### src/design/dmxr_ram.sv
// Generic simple dual-port RAM with one write port and a registered read port.
module dmxr_ram #(
  parameter  int unsigned Width = 8,
  parameter  int unsigned Depth = 512,
  localparam int unsigned AddrW = $clog2(Depth)
) (
  input  logic             clk_i,
  input  logic             we_i,
  input  logic [AddrW-1:0] waddr_i,
  input  logic [Width-1:0] wdata_i,
  input  logic             re_i,
  input  logic [AddrW-1:0] raddr_i,
  output logic [Width-1:0] rdata_o
);

  logic [Width-1:0] mem_q [Depth];
  logic [Width-1:0] rdata_q;

  // Write port
  always_ff @(posedge clk_i) begin
    if (we_i) begin
      mem_q[waddr_i] <= wdata_i;
    end
  end

  // Registered read, held while not enabled
  always_ff @(posedge clk_i) begin
    if (re_i) begin
      rdata_q <= mem_q[raddr_i];
    end
  end

  assign rdata_o = rdata_q;

endmodule

### config.mk
export PLATFORM = sky130hd
export DESIGN_NAME = dmxr_ram
export DESIGN_NICKNAME = d
export VERILOG_FILES = /design/src/design/dmxr_ram.sv
export SDC_FILE = /design/constraint.sdc
export NUM_CORES = 2
export LEC_CHECK = 0
export BUFFER_PORTS_ARGS = -buffer_cell sky130_fd_sc_hd__buf_2
export CAP_MARGIN = 20
export CORE_MARGIN = 4
export CORE_UTILIZATION = 35
export CTS_CLUSTER_SIZE = 30
export DETAILED_ROUTE_END_ITERATION = 12
export PLACE_DENSITY_LB_ADDON = 0.08
export SYNTH_ARGS = -nofsm -noshare
export SYNTH_HDL_FRONTEND = slang
export SYNTH_SLANG_ARGS = --single-unit
### constraint.sdc
create_clock -name clk_i -period 2.6 [get_ports clk_i]
set_input_delay 0 -clock clk_i [delete_from_list [all_inputs] [get_ports clk_i]]
set_output_delay 0 -clock clk_i [all_outputs]
set_load 0.03 [all_outputs]
==> reports/metrics.yaml <==
outcome:
  status: "finished, final reports clean"
global_routing:
  grt_max_degree: 110
  grt_pass1_wl_mm: 705
  grt_util_met1_pct: 30.2
  grt_util_met3_pct: 2.47
  grt_pass1_vias: 87600
  antenna_found_initial: 22
  grt_use_total_pct: 21.1
  overflow: 0
  grt_use_met2_pct: 34.9
  busiest_layer: "met2"
layout:
  fin_cells: 16000
  final_area_sq_um: 195000
  final_cell_mix: "edfxtp_1, buf_4, mux2i_1"
  synthToLayoutAreaGrowth_pct: 21.8
  final_nets: 9600
  layout-drive-gt1-share_pct: 30.1
  seq_area_sq_um: 123000
  layout_commonest_cell: "edfxtp_1"
  multi_input_area_sq_um: 34700
  fillers: 39700
detailed_routing:
  drc_errors: 0
  drt_iter0_markers: 7644
  wl_per_cell_um: 31.6
  drt_wl_total_mm: 505
  ant_nets: 0
  via_per_inst: 5.36
  vias: 85500
  dr.pass1.iters: 5
floorplan:
  start_util_pct: 35.1
  die_h_um: 684
  placementRows: 248
  placeableCoreArea_sq_um: 456000
  dieArea_sq_um: 468000
  io_pins: 37
  die_w_um: 684
synth:
  yosys-mux-area-fraction_pct: 14.2
  syn_avg_cell_area_sq_um: 19.9
  synth_compound_area_share_pct: 4.31
  synth_top_family_by_area: "multiplexers"
  synth_top_area_share_pct: 77.0
  ys_warn_count: 0
  ys_top_cells_by_area: "edfxtp_1, mux4_2, mux2i_1"
  synth.distinct_cells: 50
  yosysSeqAreaShare_pct: 77.0
  async_flop_share_pct: 0
  synthXorXnorAreaFrac_pct: 0
  synthSimpleGateAreaFrac_pct: 2.63
  synthFlopType: "edfxtp_1"
  synth_seq_cells: 4104
  postSynthCellCount: 8030
  synth_fp_nets: 8059
  synth_fa_ha_area_share_pct: 0
  synth_area_sq_um: 160000
  synth.largest_area_cell: "edfxtp_1"
  synth_edf_count: 4104
placed_design:
  dpl_worst_slack_ps: -1300
  placement.io_buffers: 36
  dp.cells: 15100
  placed_cell_area_sq_um: 179000
  dp_hpwl_mm: 338
  gp_routability_congestion: 0.822
setup_path:
  cpLargestDelayFamily: "compound AO/OA/AOI/OAI gates"
  critPathMaxFanout: 2
  startpoint_type: "flip-flop"
  cpMostUsedCell: "buf_4"
  cp-end-kind: "flip-flop"
  critPathArrivalTime_ps: 3420
  path_buf_inv: 2
  worstPathCellList: "mux2i_1, o221ai_1, buf_4, a21oi_1, o21ai_0, nand4_1, nor4_2, buf_4, o2111a_1"
  crit_required_ps: 3450
  crit_path_top_delay_cell: "o21ai_0"
  crit_path_max_incr_delay_ps: 660
  critPathKind: "flip-flop to flip-flop"
timing:
  period_minus_slack_ps: 2570
  slew_viol_final: 0
  skew_ps: 47.0
  slew_headroom_pct: 33.9
  fin_crit_sh_pct: 98.7
  postLayoutSetupSlackWorst_ps: 32.9
  max_freq_ghz: 0.390
  worstMarginPinSlew_ps: 981
  rsz0062_at_grt: "yes"
  setup_viol: 0
  hold_viol_final: 0
clock_tree:
  cts_sinks: 4104
  cts.htree.levels: 5
  cts.reportedPaths.clkPinSlew_ps: 60
  cts_tree: "done"
  cts_made_buffers: 454
  root_buffer: "clkbuf_16"
  cts_buffer_depth: 4
  worstSkewPairLatency_ps: 1000
pwr:
  p_per_area_nw_per_um2: 748
  power_leakage_uw: 0.0646
  ir_drop_v: 0.000534
min_path:
  hold_path_class: "input port to flip-flop"
job:
  cap_violations: 0
[final timing paths]
kind	startpoint	endpoint	slack (ps)	depth (start not counted)
hold / removal	waddr_i[7]	mem_q[434][6]	120	6
setup / recovery	mem_q[306][5]	rdata_o[5]	30	9
hold reg to reg	mem_q[215][7]	rdata_o[7]	1340	6
setup reg to reg	mem_q[306][5]	rdata_o[5]	30	9
[cell families after synthesis]
group                  Yosys count
flip-flops                    4104
multiplexers                  1451
AND/OR/NAND/NOR                980
AO/OA/AOI/OAI                  979
buffers and inverters          516
[cells in the mapped netlist (all sizes together) (32+ instances only)]
library cell     n
a21oi          194
a22oi           61
buf            248
clkbuf         265
edfxtp        4104
mux2i          797
mux4           654
nand2          111
nand3           36
nand4           32
nor2           597
nor3           109
nor4            36
o21ai          119
o221ai         372
o22ai          163
[layout make-up]
type	instances	area share, %
Antenna cell	7	0.00899
Clock buffer	556	6.12
Clock inverter	284	1.48
Inverter	3	0.0103
Multi-Input combinational cell	3410	17.8
Sequential cell	4104	63.2
Tap cell	6000	3.85
Timing Repair Buffer	1598	7.51
[state kept, by name, summed over array words and instances, names as in the netlist]
register	cells
mem_q	4096
rdata_o	8
[per-stage QoR]
step | util (%) | hold WS [ps] | total power, uW | TNS (ps)
4_1_cts | 42.7 | 6.28 | 147000 | -115
2_1_floorplan | - | 98.9 | 77800 | 0
5_1_grt | 42.8 | 82.8 | 150000 | -94.8
3_3_place_gp | 39.3 | 429 | 82600 | -11850
6_report | 42.8 | 118 | 146000 | 0
3_5_place_dp | 39.3 | 442 | 82700 | -8060
[layer usage]
| metal | routed length, um | up-vias | share of wire, % |
|---|---|---|---|
| li1 | - | 36600 | - |
| met2 | 244000 | 2216 | 48 |
| met4 | 10800 | 2 | 2.1 |
| met3 | 22000 | 568 | 4.4 |
| met5 | 13 | - | 0.0026 |
| met1 | 227000 | 46100 | 45 |
[power by group]
group          switching [uW]  leakage [uW]  total, uW  internal (uW)
Clock                   26500       0.00720      64400          37900
Combinational            5290        0.0205       8380           3090
Sequential               50.0        0.0369      72900          72900
[worst reg2reg max path, delay by kind of cell (launching register included)]
kind,cells,cell delay (ps)
mux,1,60
buf+inv,2,360
simple gates,2,450
flops,1,330
compound gates,4,1240
[what timing repair did]
action	CTS	global route
buffers inserted	1	3
gates resized for setup	66	45
hold endpoints to repair	4365	0
hold buffers	25	0
endpoints found under the setup margin	8	8
pin swaps	24	16
No activity file was read; power rests on OpenSTA's default activity.
